File: src/rtl/core/selective_repeat_receiver_window_assert.svh
// ----------------------------------------------------------------------------
// Assertion helpers for the selective-repeat receiver window.
// Each macro places one labeled concurrent assertion on the given clock.
// ----------------------------------------------------------------------------
`ifndef SELECTIVE_REPEAT_RECEIVER_WINDOW_ASSERT_SVH
`define SELECTIVE_REPEAT_RECEIVER_WINDOW_ASSERT_SVH

// The consequent must hold in the same cycle as the antecedent.
`define SRRW_ASSERT_SAME(lbl, clk, rstn, ante, cons, msg) \
  lbl: assert property (@(posedge clk) disable iff (!(rstn)) (ante) |-> (cons)) \
    else $error(msg);

// The consequent must hold in the cycle after the antecedent.
`define SRRW_ASSERT_NEXT(lbl, clk, rstn, ante, cons, msg) \
  lbl: assert property (@(posedge clk) disable iff (!(rstn)) (ante) |=> (cons)) \
    else $error(msg);

`endif

File: src/rtl/core/srrw_pkg.sv
// ----------------------------------------------------------------------------
// srrw_pkg
// Shared constants, codes and types of the selective-repeat receiver window.
// ----------------------------------------------------------------------------
`timescale 1ns / 1ps
`default_nettype none

package srrw_pkg;

  // Window geometry and field widths.
  localparam int WINDOW       = 4;
  localparam int SEQ_SPACE    = 8;
  localparam int PAYLOAD_BITS = 32;
  localparam int SEQ_W        = 3;
  localparam int SLOT_W       = 2;
  localparam int MODE_W       = 2;
  localparam int KIND_W       = 2;
  localparam int CNT_W        = $clog2(WINDOW + 1);

  // Mode register codes; the unused code behaves as plain ACK mode.
  localparam logic [MODE_W-1:0] MODE_ACK   = 2'd0;
  localparam logic [MODE_W-1:0] MODE_NACK  = 2'd1;
  localparam logic [MODE_W-1:0] MODE_PIGGY = 2'd2;

  // Result kinds.
  typedef enum logic [KIND_W-1:0] {
    KIND_ACK     = 2'd0,
    KIND_NACK    = 2'd1,
    KIND_DELIVER = 2'd2
  } kind_e;

  // Operations of the shared modulo unit.
  typedef enum logic {
    ALU_SUB = 1'b0,
    ALU_INC = 1'b1
  } alu_op_e;

  // Sequencer states.
  typedef enum logic [1:0] {
    ST_IDLE     = 2'd0,
    ST_CLASSIFY = 2'd1,
    ST_EMIT     = 2'd2
  } state_e;

  // Control from the sequencer to the slot store.
  typedef struct packed {
    logic                    wr_en;
    logic [SLOT_W-1:0]       wr_slot;
    logic [PAYLOAD_BITS-1:0] wr_data;
    logic                    clr_en;
    logic [SLOT_W-1:0]       clr_slot;
    logic [SLOT_W-1:0]       rd_slot;
    logic [SLOT_W-1:0]       look_slot;
  } store_req_t;

  // Status from the slot store back to the sequencer.
  typedef struct packed {
    logic [PAYLOAD_BITS-1:0] rd_data;
    logic                    look_mark;
  } store_rsp_t;

endpackage

`default_nettype wire

File: src/rtl/core/srrw_if.sv
// ----------------------------------------------------------------------------
// srrw_if
// Valid/ready channels of the receiver window: frames, results, mode writes.
// ----------------------------------------------------------------------------
`timescale 1ns / 1ps
`default_nettype none

// Arriving data frame.
interface srrw_frame_if;
  logic                              valid;
  logic                              ready;
  logic [srrw_pkg::SEQ_W-1:0]        seq_num;
  logic [srrw_pkg::PAYLOAD_BITS-1:0] payload;

  modport source (output valid, output seq_num, output payload, input ready);
  modport sink   (input valid, input seq_num, input payload, output ready);
endinterface

// ACK, NACK or delivery result.
interface srrw_result_if;
  logic                              valid;
  logic                              ready;
  logic [srrw_pkg::KIND_W-1:0]       kind;
  logic [srrw_pkg::SEQ_W-1:0]        number;
  logic [srrw_pkg::PAYLOAD_BITS-1:0] data_out;
  logic                              with_data;
  logic                              last;

  modport source (output valid, output kind, output number, output data_out,
                  output with_data, output last, input ready);
  modport sink   (input valid, input kind, input number, input data_out,
                  input with_data, input last, output ready);
endinterface

// Mode register write.
interface srrw_cfg_if;
  logic                        valid;
  logic                        ready;
  logic [srrw_pkg::MODE_W-1:0] data;

  modport source (output valid, output data, input ready);
  modport sink   (input valid, input data, output ready);
endinterface

`default_nettype wire

File: src/rtl/core/srrw_alu.sv
// ----------------------------------------------------------------------------
// srrw_alu
// Shared modulo unit: distance of a sequence number from the base, or the
// successor of the base, both within the sequence space.
// ----------------------------------------------------------------------------
`timescale 1ns / 1ps
`default_nettype none

module srrw_alu (
  input  srrw_pkg::alu_op_e                op_i,
  input  logic [srrw_pkg::SEQ_W-1:0]       a_i,
  input  logic [srrw_pkg::SEQ_W-1:0]       b_i,
  output logic [srrw_pkg::SEQ_W-1:0]       res_o
);

  localparam int XW = srrw_pkg::SEQ_W + 1;
  localparam logic [XW-1:0] SpaceX = XW'(srrw_pkg::SEQ_SPACE);

  logic [XW-1:0] addend;
  logic [XW-1:0] sum;

  // One add followed by one compare-and-subtract wrap.
  always_comb begin
    case (op_i)
      srrw_pkg::ALU_SUB: addend = SpaceX - {1'b0, b_i};
      srrw_pkg::ALU_INC: addend = XW'(1);
      default:           addend = '0;
    endcase
    sum = {1'b0, a_i} + addend;
    if (sum >= SpaceX) begin
      sum = sum - SpaceX;
    end
    res_o = sum[srrw_pkg::SEQ_W-1:0];
  end

endmodule

`default_nettype wire

File: src/rtl/core/srrw_store.sv
// ----------------------------------------------------------------------------
// srrw_store
// Per-slot received marks and buffered payload words of the window.
// ----------------------------------------------------------------------------
`timescale 1ns / 1ps
`default_nettype none

module srrw_store (
  input  logic                 clk_i,
  input  logic                 rst_ni,
  input  srrw_pkg::store_req_t req_i,
  output srrw_pkg::store_rsp_t rsp_o
);

  logic [srrw_pkg::WINDOW-1:0]       marks_q;
  logic [srrw_pkg::PAYLOAD_BITS-1:0] data_q [srrw_pkg::WINDOW];

  // Received marks: set on a buffered frame, cleared on delivery.
  always_ff @(posedge clk_i or negedge rst_ni) begin
    if (!rst_ni) begin
      marks_q <= '0;
    end else begin
      if (req_i.wr_en) begin
        marks_q[req_i.wr_slot] <= 1'b1;
      end
      if (req_i.clr_en) begin
        marks_q[req_i.clr_slot] <= 1'b0;
      end
    end
  end

  // Payload words need no reset; a slot is read only after it was marked.
  always_ff @(posedge clk_i) begin
    if (req_i.wr_en) begin
      data_q[req_i.wr_slot] <= req_i.wr_data;
    end
  end

  // Read the slot at the base and look ahead at the mark of the next slot.
  assign rsp_o.rd_data   = data_q[req_i.rd_slot];
  assign rsp_o.look_mark = marks_q[req_i.look_slot];

endmodule

`default_nettype wire

File: src/rtl/core/srrw_ctrl.sv
// ----------------------------------------------------------------------------
// srrw_ctrl
// Sequencer of the receiver window: classifies a frame against the window,
// then emits its ACK, NACK and in-order deliveries one per output cycle while results are taken.
// ----------------------------------------------------------------------------
`timescale 1ns / 1ps
`default_nettype none

`include "selective_repeat_receiver_window_assert.svh"

module srrw_ctrl (
  input  logic                              clk_i,
  input  logic                              rst_ni,
  // Mode register write.
  input  logic                              cfg_valid_i,
  input  logic [srrw_pkg::MODE_W-1:0]       cfg_data_i,
  // Frame request.
  input  logic                              in_valid_i,
  output logic                              in_ready_o,
  input  logic [srrw_pkg::SEQ_W-1:0]        in_seq_i,
  input  logic [srrw_pkg::PAYLOAD_BITS-1:0] in_payload_i,
  // Result request.
  output logic                              out_valid_o,
  input  logic                              out_ready_i,
  output logic [srrw_pkg::KIND_W-1:0]       out_kind_o,
  output logic [srrw_pkg::SEQ_W-1:0]        out_number_o,
  output logic [srrw_pkg::PAYLOAD_BITS-1:0] out_data_o,
  output logic                              out_with_data_o,
  output logic                              out_last_o,
  // Shared modulo unit.
  output srrw_pkg::alu_op_e                 alu_op_o,
  output logic [srrw_pkg::SEQ_W-1:0]        alu_a_o,
  output logic [srrw_pkg::SEQ_W-1:0]        alu_b_o,
  input  logic [srrw_pkg::SEQ_W-1:0]        alu_res_i,
  // Slot store.
  output srrw_pkg::store_req_t              store_req_o,
  input  srrw_pkg::store_rsp_t              store_rsp_i
);

  localparam int XW = srrw_pkg::SEQ_W + 1;
  localparam logic [XW-1:0] WinX    = XW'(srrw_pkg::WINDOW);
  localparam logic [XW-1:0] BehindX = XW'(srrw_pkg::SEQ_SPACE - srrw_pkg::WINDOW);
  localparam logic [srrw_pkg::CNT_W-1:0] CntLast = srrw_pkg::CNT_W'(srrw_pkg::WINDOW - 1);

  srrw_pkg::state_e                  state_q, state_d;
  logic [srrw_pkg::MODE_W-1:0]       mode_q;
  logic [srrw_pkg::SEQ_W-1:0]        seq_q, seq_d;
  logic [srrw_pkg::PAYLOAD_BITS-1:0] payload_q, payload_d;
  logic [srrw_pkg::SEQ_W-1:0]        base_q, base_d;
  logic                              nack_pend_q, nack_pend_d;
  logic [srrw_pkg::CNT_W-1:0]        dcnt_q, dcnt_d;
  logic                              out_valid_q, out_valid_d;
  srrw_pkg::kind_e                   out_kind_q, out_kind_d;
  logic [srrw_pkg::SEQ_W-1:0]        out_number_q, out_number_d;
  logic [srrw_pkg::PAYLOAD_BITS-1:0] out_data_q, out_data_d;
  logic                              out_wd_q, out_wd_d;
  logic                              out_last_q, out_last_d;

  logic in_fire;
  logic out_fire;
  logic in_win;
  logic behind;
  logic piggy;
  logic nack_mode;

  assign in_fire   = in_valid_i && in_ready_o;
  assign out_fire  = out_valid_q && out_ready_i;
  assign piggy     = (mode_q == srrw_pkg::MODE_PIGGY);
  assign nack_mode = (mode_q == srrw_pkg::MODE_NACK);
  assign in_win    = ({1'b0, alu_res_i} < WinX);
  assign behind    = ({1'b0, alu_res_i} >= BehindX);

  // Mode register.
  always_ff @(posedge clk_i or negedge rst_ni) begin
    if (!rst_ni) begin
      mode_q <= srrw_pkg::MODE_ACK;
    end else if (cfg_valid_i) begin
      mode_q <= cfg_data_i;
    end
  end

  // Control state.
  always_ff @(posedge clk_i or negedge rst_ni) begin
    if (!rst_ni) begin
      state_q     <= srrw_pkg::ST_IDLE;
      base_q      <= '0;
      nack_pend_q <= 1'b0;
      dcnt_q      <= '0;
      out_valid_q <= 1'b0;
    end else begin
      state_q     <= state_d;
      base_q      <= base_d;
      nack_pend_q <= nack_pend_d;
      dcnt_q      <= dcnt_d;
      out_valid_q <= out_valid_d;
    end
  end

  // Frame and result payload registers.
  always_ff @(posedge clk_i) begin
    seq_q        <= seq_d;
    payload_q    <= payload_d;
    out_kind_q   <= out_kind_d;
    out_number_q <= out_number_d;
    out_data_q   <= out_data_d;
    out_wd_q     <= out_wd_d;
    out_last_q   <= out_last_d;
  end

  // Next state, shared unit operands and store control.
  always_comb begin
    state_d      = state_q;
    seq_d        = seq_q;
    payload_d    = payload_q;
    base_d       = base_q;
    nack_pend_d  = nack_pend_q;
    dcnt_d       = dcnt_q;
    out_valid_d  = out_valid_q;
    out_kind_d   = out_kind_q;
    out_number_d = out_number_q;
    out_data_d   = out_data_q;
    out_wd_d     = out_wd_q;
    out_last_d   = out_last_q;
    in_ready_o   = 1'b0;

    alu_op_o = srrw_pkg::ALU_INC;
    alu_a_o  = base_q;
    alu_b_o  = base_q;

    store_req_o.wr_en     = 1'b0;
    store_req_o.wr_slot   = seq_q[srrw_pkg::SLOT_W-1:0];
    store_req_o.wr_data   = payload_q;
    store_req_o.clr_en    = 1'b0;
    store_req_o.clr_slot  = base_q[srrw_pkg::SLOT_W-1:0];
    store_req_o.rd_slot   = base_q[srrw_pkg::SLOT_W-1:0];
    store_req_o.look_slot = alu_res_i[srrw_pkg::SLOT_W-1:0];

    case (state_q)
      // Wait for a frame.
      srrw_pkg::ST_IDLE: begin
        in_ready_o = 1'b1;
        if (in_fire) begin
          seq_d     = in_seq_i;
          payload_d = in_payload_i;
          state_d   = srrw_pkg::ST_CLASSIFY;
        end
      end

      // Place the frame against the window and prepare its ACK.
      srrw_pkg::ST_CLASSIFY: begin
        alu_op_o     = srrw_pkg::ALU_SUB;
        alu_a_o      = seq_q;
        out_kind_d   = srrw_pkg::KIND_ACK;
        out_number_d = seq_q;
        out_data_d   = '0;
        out_wd_d     = piggy;
        dcnt_d       = '0;
        if (in_win) begin
          // A frame off the base leaves the base slot empty: no delivery.
          store_req_o.wr_en = 1'b1;
          nack_pend_d       = nack_mode && (alu_res_i != '0);
          out_last_d        = (alu_res_i != '0) && !nack_mode;
          out_valid_d       = 1'b1;
          state_d           = srrw_pkg::ST_EMIT;
        end else if (behind) begin
          nack_pend_d = 1'b0;
          out_last_d  = 1'b1;
          out_valid_d = 1'b1;
          state_d     = srrw_pkg::ST_EMIT;
        end else begin
          state_d = srrw_pkg::ST_IDLE;
        end
      end

      // Hand out results; load the next one as the current one is taken.
      srrw_pkg::ST_EMIT: begin
        if (out_fire) begin
          if (out_last_q) begin
            out_valid_d = 1'b0;
            state_d     = srrw_pkg::ST_IDLE;
          end else if (nack_pend_q) begin
            nack_pend_d  = 1'b0;
            out_kind_d   = srrw_pkg::KIND_NACK;
            out_number_d = base_q;
            out_data_d   = '0;
            out_wd_d     = 1'b0;
            out_last_d   = 1'b1;
          end else begin
            // Deliver the base slot and advance the base through the unit.
            store_req_o.clr_en = 1'b1;
            out_kind_d   = srrw_pkg::KIND_DELIVER;
            out_number_d = base_q;
            out_data_d   = store_rsp_i.rd_data;
            out_wd_d     = 1'b0;
            out_last_d   = !store_rsp_i.look_mark || (dcnt_q == CntLast);
            base_d       = alu_res_i;
            dcnt_d       = dcnt_q + 1'b1;
          end
        end
      end

      default: begin
        state_d     = srrw_pkg::ST_IDLE;
        out_valid_d = 1'b0;
      end
    endcase
  end

  assign out_valid_o     = out_valid_q;
  assign out_kind_o      = out_kind_q;
  assign out_number_o    = out_number_q;
  assign out_data_o      = out_data_q;
  assign out_with_data_o = out_wd_q;
  assign out_last_o      = out_last_q;

  // A new frame is only taken once every result of the previous one is out.
  `SRRW_ASSERT_SAME(a_frame_after_results, clk_i, rst_ni, in_fire, !out_valid_q,
    "frame accepted while a result is pending")
  // A NACK always closes the results of its frame.
  `SRRW_ASSERT_SAME(a_nack_is_last, clk_i, rst_ni,
    out_valid_q && (out_kind_q == srrw_pkg::KIND_NACK), out_last_q,
    "NACK result not marked last")
  // Only an ACK may carry the piggyback flag.
  `SRRW_ASSERT_SAME(a_piggy_on_ack, clk_i, rst_ni, out_valid_q && out_wd_q,
    out_kind_q == srrw_pkg::KIND_ACK, "piggyback flag on a non-ACK result")
  // Taking the last result returns the sequencer to idle with nothing pending.
  `SRRW_ASSERT_NEXT(a_last_to_idle, clk_i, rst_ni, out_fire && out_last_q,
    (state_q == srrw_pkg::ST_IDLE) && !out_valid_q, "no return to idle after last")

endmodule

`default_nettype wire

File: src/rtl/core/selective_repeat_receiver_window.sv
// ----------------------------------------------------------------------------
// selective_repeat_receiver_window
// Selective-repeat ARQ receiver: buffers frames inside the window, answers
// with ACK or NACK requests and delivers buffered payloads in order.
// ----------------------------------------------------------------------------
// A frame request is taken when the block is idle. In the classify state the
// single shared modulo unit places it against the window base and its ACK is
// registered onto the result channel; a NACK of the base (ACK plus NACK mode) or
// the in-order deliveries follow one per cycle as long as results are taken. A
// new frame is taken only after the last result of the previous one, and a
// frame outside both the window and the duplicate range returns the block to
// idle with no result. The last result of each frame carries the last flag.
// Mode writes are taken at any time and are meant to happen while no frame is
// in progress.
// ----------------------------------------------------------------------------
`timescale 1ns / 1ps
`default_nettype none

module selective_repeat_receiver_window (
  input  logic                 clk_i,
  input  logic                 rst_ni,
  srrw_frame_if.sink           frame_i,
  srrw_result_if.source        result_o,
  srrw_cfg_if.sink             cfg_i
);

  srrw_pkg::alu_op_e          alu_op;
  logic [srrw_pkg::SEQ_W-1:0] alu_a;
  logic [srrw_pkg::SEQ_W-1:0] alu_b;
  logic [srrw_pkg::SEQ_W-1:0] alu_res;
  srrw_pkg::store_req_t       store_req;
  srrw_pkg::store_rsp_t       store_rsp;

  // The mode register is always writable.
  assign cfg_i.ready = 1'b1;

  // Sequencer.
  srrw_ctrl u_ctrl (
    .clk_i           (clk_i),
    .rst_ni          (rst_ni),
    .cfg_valid_i     (cfg_i.valid),
    .cfg_data_i      (cfg_i.data),
    .in_valid_i      (frame_i.valid),
    .in_ready_o      (frame_i.ready),
    .in_seq_i        (frame_i.seq_num),
    .in_payload_i    (frame_i.payload),
    .out_valid_o     (result_o.valid),
    .out_ready_i     (result_o.ready),
    .out_kind_o      (result_o.kind),
    .out_number_o    (result_o.number),
    .out_data_o      (result_o.data_out),
    .out_with_data_o (result_o.with_data),
    .out_last_o      (result_o.last),
    .alu_op_o        (alu_op),
    .alu_a_o         (alu_a),
    .alu_b_o         (alu_b),
    .alu_res_i       (alu_res),
    .store_req_o     (store_req),
    .store_rsp_i     (store_rsp)
  );

  // Shared modulo unit.
  srrw_alu u_alu (
    .op_i  (alu_op),
    .a_i   (alu_a),
    .b_i   (alu_b),
    .res_o (alu_res)
  );

  // Slot marks and payload buffer.
  srrw_store u_store (
    .clk_i  (clk_i),
    .rst_ni (rst_ni),
    .req_i  (store_req),
    .rsp_o  (store_rsp)
  );

endmodule

`default_nettype wire

File: src/flat_wrapper.sv
// flat-port wrapper written by rule: the top's interface ports become plain ports
module selective_repeat_receiver_window_flat 
  (clk_i, rst_ni, frame_i_valid, frame_i_seq_num, frame_i_payload, frame_i_ready, result_o_valid, result_o_kind, result_o_number, result_o_data_out, result_o_with_data, result_o_last, result_o_ready, cfg_i_valid, cfg_i_data, cfg_i_ready);
  srrw_frame_if frame_i_i ();
  srrw_result_if result_o_i ();
  srrw_cfg_if cfg_i_i ();
  input  logic clk_i;
  input  logic rst_ni;
  input wire logic [$bits(frame_i_i.valid)-1:0] frame_i_valid;
  input wire logic [$bits(frame_i_i.seq_num)-1:0] frame_i_seq_num;
  input wire logic [$bits(frame_i_i.payload)-1:0] frame_i_payload;
  output wire logic [$bits(frame_i_i.ready)-1:0] frame_i_ready;
  output wire logic [$bits(result_o_i.valid)-1:0] result_o_valid;
  output wire logic [$bits(result_o_i.kind)-1:0] result_o_kind;
  output wire logic [$bits(result_o_i.number)-1:0] result_o_number;
  output wire logic [$bits(result_o_i.data_out)-1:0] result_o_data_out;
  output wire logic [$bits(result_o_i.with_data)-1:0] result_o_with_data;
  output wire logic [$bits(result_o_i.last)-1:0] result_o_last;
  input wire logic [$bits(result_o_i.ready)-1:0] result_o_ready;
  input wire logic [$bits(cfg_i_i.valid)-1:0] cfg_i_valid;
  input wire logic [$bits(cfg_i_i.data)-1:0] cfg_i_data;
  output wire logic [$bits(cfg_i_i.ready)-1:0] cfg_i_ready;
  assign frame_i_i.valid = frame_i_valid;
  assign frame_i_i.seq_num = frame_i_seq_num;
  assign frame_i_i.payload = frame_i_payload;
  assign frame_i_ready = frame_i_i.ready;
  assign result_o_valid = result_o_i.valid;
  assign result_o_kind = result_o_i.kind;
  assign result_o_number = result_o_i.number;
  assign result_o_data_out = result_o_i.data_out;
  assign result_o_with_data = result_o_i.with_data;
  assign result_o_last = result_o_i.last;
  assign result_o_i.ready = result_o_ready;
  assign cfg_i_i.valid = cfg_i_valid;
  assign cfg_i_i.data = cfg_i_data;
  assign cfg_i_ready = cfg_i_i.ready;
  selective_repeat_receiver_window u_core (.clk_i(clk_i), .rst_ni(rst_ni), .frame_i(frame_i_i), .result_o(result_o_i), .cfg_i(cfg_i_i));
endmodule
File: config.mk
export PLATFORM = sky130hd
export DESIGN_NAME = selective_repeat_receiver_window_flat
export DESIGN_NICKNAME = d
export VERILOG_FILES = /design/src/rtl/core/srrw_pkg.sv /design/src/rtl/core/srrw_if.sv /design/src/rtl/core/srrw_alu.sv /design/src/rtl/core/srrw_store.sv /design/src/rtl/core/srrw_ctrl.sv /design/src/rtl/core/selective_repeat_receiver_window.sv /design/src/flat_wrapper.sv
export VERILOG_INCLUDE_DIRS = /design/src /design/src/rtl/core
export SDC_FILE = /design/constraint.sdc
export NUM_CORES = 1
export LEC_CHECK = 0
export CORE_MARGIN = 8
export CORE_UTILIZATION = 45
export CTS_CLUSTER_SIZE = 12
export DETAILED_ROUTE_END_ITERATION = 10
export DONT_BUFFER_PORTS = 1
export GPL_ROUTABILITY_DRIVEN = 0
export PLACE_DENSITY_LB_ADDON = 0.05
export SLEW_MARGIN = 0
export SYNTH_ARGS = -nofsm -noshare
export SYNTH_HDL_FRONTEND = slang
export SYNTH_SLANG_ARGS = --single-unit
File: constraint.sdc
create_clock -name clk_i -period 5.6 [get_ports clk_i]
set_input_delay 0 -clock clk_i [delete_from_list [all_inputs] [get_ports clk_i]]
set_output_delay 0 -clock clk_i [all_outputs]
set_load 0.1 [all_outputs]
==> flow_metrics.env, run 1 <==
export IMPL_start_kind="flop"
export IMPL_ios=84
export IMPL_tightest_slew_ps=1090
export IMPL_slew_viol_final=0
export IMPL_track_usage=0.137
export IMPL_grt_pass1_vias=4121
export IMPL_drtPass1Iterations=4
export IMPL_drt_total_wl_mm=15.2
export IMPL_arrival_ps=4070
export IMPL_path_cells="buf_4 > inv_1 > ha_1 > and2_1 > fa_1 > xor2_1 > xnor2_2 > nor3_4 > buf_4"
export IMPL_reg2reg_from="u_core.u_ctrl.alu_b_o[1]"
export IMPL_nets=512
export IMPL_cp_startpoint="u_core.u_ctrl.alu_b_o[1]"
export IMPL_reg2reg_depth=9
export IMPL_cts_tree="built"
export IMPL_ir_drop_mv=0.343
export IMPL_r2r_end="u_core.u_store.data_q[3][3]"
export IMPL_critical_path_class="flop to flop"
export IMPL_crit_slowest_cell="nor3_4"
export IMPL_grt_first_pass_wirelength_mm=23.8
export IMPL_core_area_um2=17900
export IMPL_grt_max_degree=37
export IMPL_synthTopCellsByArea="edfxtp_1 74%, mux4_2 9.1%, dfrtp_1 4.9%"
export IMPL_report_power_total_mw=5.83
export IMPL_fin_worst_skew_ps=11.7
export IMPL_grt_ovfl_total=0
export IMPL_relSlewSlack=0.275
export IMPL_ys_flop_type="edfxtp_1"
export IMPL_ys_seq_area_frac=0.789
export IMPL_synth_nets=452
export IMPL_postLayoutCoreUtil=0.539
export IMPL_crit_required_ps=5780
export IMPL_yosysTopAreaCell="edfxtp_1"
export IMPL_cts_resized=0
export IMPL_post_route_period_util=0.695
export IMPL_cts_sinks=218
export IMPL_pwr_density_cell_nw_per_um2=603
export IMPL_worstPathMaxFanout=36
export IMPL_areaGrowthSynthToFinish_pct=17.9
export IMPL_syn_avg_cell_area_um2=20.6
export IMPL_drive_above_1_share=0.179
export IMPL_synthTopCellsByCount="202 x edfxtp_1, 33 x mux4_2, 32 x nor2b_1"
export IMPL_syn_inst=397
export IMPL_numPlacedInstances=617
export IMPL_holdWs_ps=26.7
export IMPL_drtIter0Drc=193
export IMPL_routedWlPerCell_um=21.6
export IMPL_dieHeight_um=151
export IMPL_grt_setup_unrepaired="false"
export IMPL_final_setup_tns_ps=0
export IMPL_root_buffer="clkbuf_16"
export IMPL_yosysUniqueCellTypes=39
export IMPL_dieArea_um2=22800
export IMPL_hold_viol_final=0
export IMPL_numCtsBuffers=24
export IMPL_synth_warning_count=0
export IMPL_die_w_um=151
export IMPL_end_kind="flop"
export IMPL_synth_most_common_cell="edfxtp_1"
export IMPL_avgViaCountPerCell=5.26
export IMPL_fmax_mhz=257
export IMPL_antenna_diode_count=0
export IMPL_max_cap_violations=0
export IMPL_cp_common_cell="buf_4"
export IMPL_r2r_slack_ps=1710
export IMPL_htreeDepth=1
export IMPL_antenna_left=0
export IMPL_power_leakage_nw=3.21
export IMPL_hp_class="input pin to asynchronous set/reset pin"
export IMPL_io_buffers=0
export IMPL_synth_edf_count=202
export IMPL_outcome="finished, final reports clean"
export IMPL_slowest_delay_ps=710
export IMPL_route_detailed_drc=0
export IMPL_synth_async_reset_ratio=0.0734
export IMPL_period_needed_ps=3890
export IMPL_synth_seq_cells=218
export IMPL_yosys_area_top_type_share=0.741
export IMPL_path_clk_slew_ps=60
export IMPL_synth_area_um2=8190
export IMPL_nFillCells=1435
export IMPL_start_util=0.458
export IMPL_clock_path_buffers=3
export IMPL_stdcell_count=703
export IMPL_dpl_hpwl_mm=8.82
export IMPL_worstSkewPairLatency_ps=510
export IMPL_num_vias=3696
export IMPL_rows=49
export IMPL_setup_viol=0
export IMPL_antenna_found_initial=0
-- sequential cells by signal, indices dropped and copies added (netlist names) --
register / count
u_core.u_ctrl.nack_pend_q: 1
u_core.u_ctrl.out_number_o: 3
u_core.u_ctrl.out_data_o: 32
u_core.u_ctrl.out_last_o: 1
u_core.u_store.marks_q: 4
u_core.u_ctrl.out_kind_o: 2
u_core.u_ctrl.state_q: 2
u_core.u_ctrl.mode_q: 2
u_core.u_ctrl.out_with_data_o: 1
u_core.u_store.data_q: 128
u_core.u_ctrl.dcnt_q: 3
u_core.u_ctrl.seq_q: 3
u_core.u_ctrl.payload_q: 32
u_core.u_ctrl.out_valid_o: 1
u_core.u_ctrl.alu_b_o: 3
-- worst max-delay path by stage --
stage	to	slack, ps	cells after the start
global route	u_core.u_store.data_q[3][13]	1420	9
finish	u_core.u_store.data_q[3][3]	1710	9
CTS	u_core.u_store.data_q[3][3]	1620	9
detailed placement	u_core.u_store.data_q[3][4]	1650	9
floorplan	u_core.u_store.data_q[0][0]	1090	9
global placement	u_core.u_store.data_q[3][14]	1750	9
-- power by group --
part / switching, mW / internal [mW]
clock network: 0.598 / 0.834
logic: 0.710 / 0.482
registers: 0.946 / 2.25
-- what timing repair did --
action	in CTS	in global routing
endpoints found under the setup margin	0	0
hold buffers	43	0
endpoints found under the hold margin	67	0
buffers inserted	0	0
-- layout by cell type, fill, tap and decap left out, types with 3 or more instances in the layout --
master and n:
a21oi_1 4, a2bb2oi_1 4, buf_4 6, clkbuf_1 8, clkbuf_16 24, clkinv_1 7, dfrtp_1 14, dlygate4sd3_1 43
edfxtp_1 202, ha_1 12, inv_1 11, mux2_2 4, mux4_2 33, nand2_1 15, nand3_1 3, nor2_1 4
nor2b_1 32, o21ai_0 8, o21ai_1 3
-- critical path: cells and delay by family (launching register included) --
family | cells | cell delay (ps)
flops | 1 | 340
fa+ha+maj | 2 | 770
buf+inv | 3 | 1070
simple gates | 2 | 880
xor+xnor | 2 | 480
-- metrics by stage --
stage	worst slack (ps)	cell area (um2)
after floorplan	1090	8190
after global placement	1750	8510
after detailed placement	1650	8510
after CTS	1620	9660
after global routing	1420	9660
final	1710	9660
-- area by class of cell --
cell class | count | area [um2] | area share
Inverter | 11 | 41.3 | 0.00428
Clock inverter | 11 | 85.1 | 0.00881
Clock buffer | 32 | 631 | 0.0653
Multi-Input combinational cell | 152 | 1650 | 0.171
Tap cell | 229 | 287 | 0.0297
Sequential cell | 218 | 6470 | 0.670
Timing Repair Buffer | 50 | 495 | 0.0513
-- logic make-up after synthesis --
family                     after synthesis  synth area share
and+or+nand+nor                         70            0.0503
adders and majority gates               13            0.0208
xor gates and xnor gates                 4           0.00611
other                                    1          0.000458
muxes                                   37            0.0962
DFF                                    218             0.789
buffers and inverters                   27            0.0148
AOI/OAI and AO/OA                       27            0.0218
-- metal layers --
| metal | track usage | share of wire |
|---|---|---|
| met1 | 0.181 | 0.44 |
| met2 | 0.224 | 0.49 |
| met3 | 0.0296 | 0.042 |
| met4 | 0.0435 | 0.023 |
| met5 | 0 | 0 |
No activity file was read; power rests on OpenSTA's default activity.
==> run 2: changes to the inputs <==
==> constraint.sdc (replaced) <==
create_clock -name clk_i -period 3.98 [get_ports clk_i]
set_input_delay 0 -clock clk_i [delete_from_list [all_inputs] [get_ports clk_i]]
set_output_delay 0 -clock clk_i [all_outputs]
set_load 0.1 [all_outputs]
==> flow_metrics.env, run 2 (synthesis gave the netlist of run 1 again) <==
export IMPL_outcome="finished, final reports clean"
export IMPL_most_common_layout_cells="202 x edfxtp_1, 43 x dlygate4sd3_1, 33 x mux4_2"
export IMPL_post_route_period_util=0.812
export IMPL_postCtsSetupRepairBufs=0
export IMPL_cts_resized=0
export IMPL_antenna_diode_count=0
export IMPL_start_util=0.458
export IMPL_num_vias=3668
export IMPL_reg2reg_from="u_core.u_ctrl.state_q[1]"
export IMPL_crit_required_ps=4110
export IMPL_fmax_mhz=309
export IMPL_power_leakage_nw=3.25
export IMPL_end_kind="flop"
export IMPL_clock_path_buffers=3
export IMPL_multiInputGateArea_um2=1650
export IMPL_track_usage=0.133
export IMPL_r2r_slack_ps=750
export IMPL_reg2reg_depth=10
export IMPL_swShare=0.383
export IMPL_postCtsHoldBufs=43
export IMPL_nets=517
export IMPL_dieArea_um2=22800
export IMPL_drtIter0Drc=243
export IMPL_p_seq_frac=0.535
export IMPL_hp_class="input pin to asynchronous set/reset pin"
export IMPL_tightest_slew_ps=955
export IMPL_setup_viol=0
export IMPL_ir_drop_mv=0.446
export IMPL_dieHeight_um=151
export IMPL_ios=84
export IMPL_route_detailed_drc=0
export IMPL_antenna_found_initial=0
export IMPL_antenna_left=0
export IMPL_root_buffer="clkbuf_16"
export IMPL_seq_area_um2=6470
export IMPL_core_area_um2=17900
export IMPL_avgViaCountPerCell=5.20
export IMPL_grt_first_pass_wirelength_mm=23.1
export IMPL_pwr_density_cell_nw_per_um2=851
export IMPL_drive_above_1_share=0.195
export IMPL_cp_startpoint="u_core.u_ctrl.state_q[1]"
export IMPL_relSlewSlack=0.364
export IMPL_place_ws_ps=750
export IMPL_p_switching_mw=3.16
export IMPL_nFillCells=1425
export IMPL_regMostFlops="u_core.u_store.data_q"
export IMPL_start_kind="flop"
export IMPL_grt_setup_unrepaired="false"
export IMPL_drtPass1Iterations=4
export IMPL_comb_power_share=0.214
export IMPL_io_buffers=0
export IMPL_grt_max_degree=37
export IMPL_layout_commonest_cell="edfxtp_1"
export IMPL_worstPathMaxFanout=33
export IMPL_hold_viol_final=0
export IMPL_dpl_hpwl_mm=8.56
export IMPL_power_internal_mw=5.10
export IMPL_worstSkewPairLatency_ps=510
export IMPL_cts_sinks=218
export IMPL_path_clk_slew_ps=60
export IMPL_r2r_end="u_core.u_store.data_q[2][6]"
export IMPL_worst_slack_ps=748
export IMPL_postLayoutCoreUtil=0.542
export IMPL_slew_viol_final=0
export IMPL_clock_power_share=0.250
export IMPL_rows=49
export IMPL_routedWlPerCell_um=21.1
export IMPL_die_w_um=151
export IMPL_htreeDepth=1
export IMPL_critical_path_class="flop to flop"
export IMPL_arrival_ps=3370
export IMPL_areaGrowthSynthToFinish_pct=18.4
export IMPL_largest_reg_flops=128
export IMPL_max_cap_violations=0
export IMPL_numCtsBuffers=24
export IMPL_cts_tree="built"
export IMPL_fin_worst_skew_ps=14.5
export IMPL_period_needed_ps=3230
export IMPL_grt_ovfl_total=0
export IMPL_drt_total_wl_mm=14.9
export IMPL_grt_pass1_vias=4039
run 2: how the worst max path moves through the flow:
stage | cells past startpoint | to | slack, ps
floorplan | 9 | u_core.u_store.data_q[0][0] | -530
global placement | 10 | u_core.u_store.data_q[2][14] | 790
detailed placement | 10 | u_core.u_store.data_q[2][24] | 750
CTS | 10 | u_core.u_store.data_q[2][6] | 700
global route | 10 | u_core.u_store.data_q[2][6] | 520
finish | 10 | u_core.u_store.data_q[2][6] | 750
run 2: layer usage:
| layer | track usage | share of wire |
|---|---|---|
| met1 | 0.174 | 0.44 |
| met2 | 0.220 | 0.50 |
| met3 | 0.0305 | 0.044 |
| met4 | 0.0356 | 0.019 |
| met5 | 0 | 0 |
run 2: final cells by class:
| cell class | count | share of cell area |
|---|---|---|
| multi-input cells | 152 | 0.170 |
| inverters | 11 | 0.00426 |
| clock buffers | 30 | 0.0642 |
| repair buffers | 55 | 0.0537 |
| well taps | 229 | 0.0295 |
| clock inverters | 11 | 0.0115 |
| flip-flops and latches | 218 | 0.667 |
run 2: worst max-delay path, cell delays in order (launching register included):
cell and delay, ps:
dfrtp_1 340, inv_1 90, ha_1 270, nand2_1 220, o21ai_0 130, ha_1 220, fa_1 440, xor2_1 270
xnor2_2 220, nor4_4 170, buf_4 480
run 2: power groups by stage:
| stage | clock [mW] | sequential (mW) | combinational (mW) |
|---|---|---|---|
| after floorplan | 0 | 4.48 | 1.23 |
| after global placement | 0 | 4.46 | 1.76 |
| after detailed placement | 0 | 4.48 | 1.77 |
| after CTS | 2.12 | 4.44 | 1.83 |
| after global routing | 2.22 | 4.47 | 1.95 |
| final | 2.07 | 4.42 | 1.77 |
run 2: through the flow:
stage | power, mW | setup TNS (ps) | instances | area, um2 | hold WS [ps]
3_3_place_gp | 6.22 | 0 | 622 | 8530 | -295
5_1_grt | 8.64 | 0 | 706 | 9700 | 91.9
2_1_floorplan | 5.70 | -34520 | 397 | 8190 | -296
6_report | 8.26 | 0 | 706 | 9700 | 22.8
4_1_cts | 8.39 | 0 | 706 | 9700 | 40.3
3_5_place_dp | 6.25 | 0 | 622 | 8530 | -295
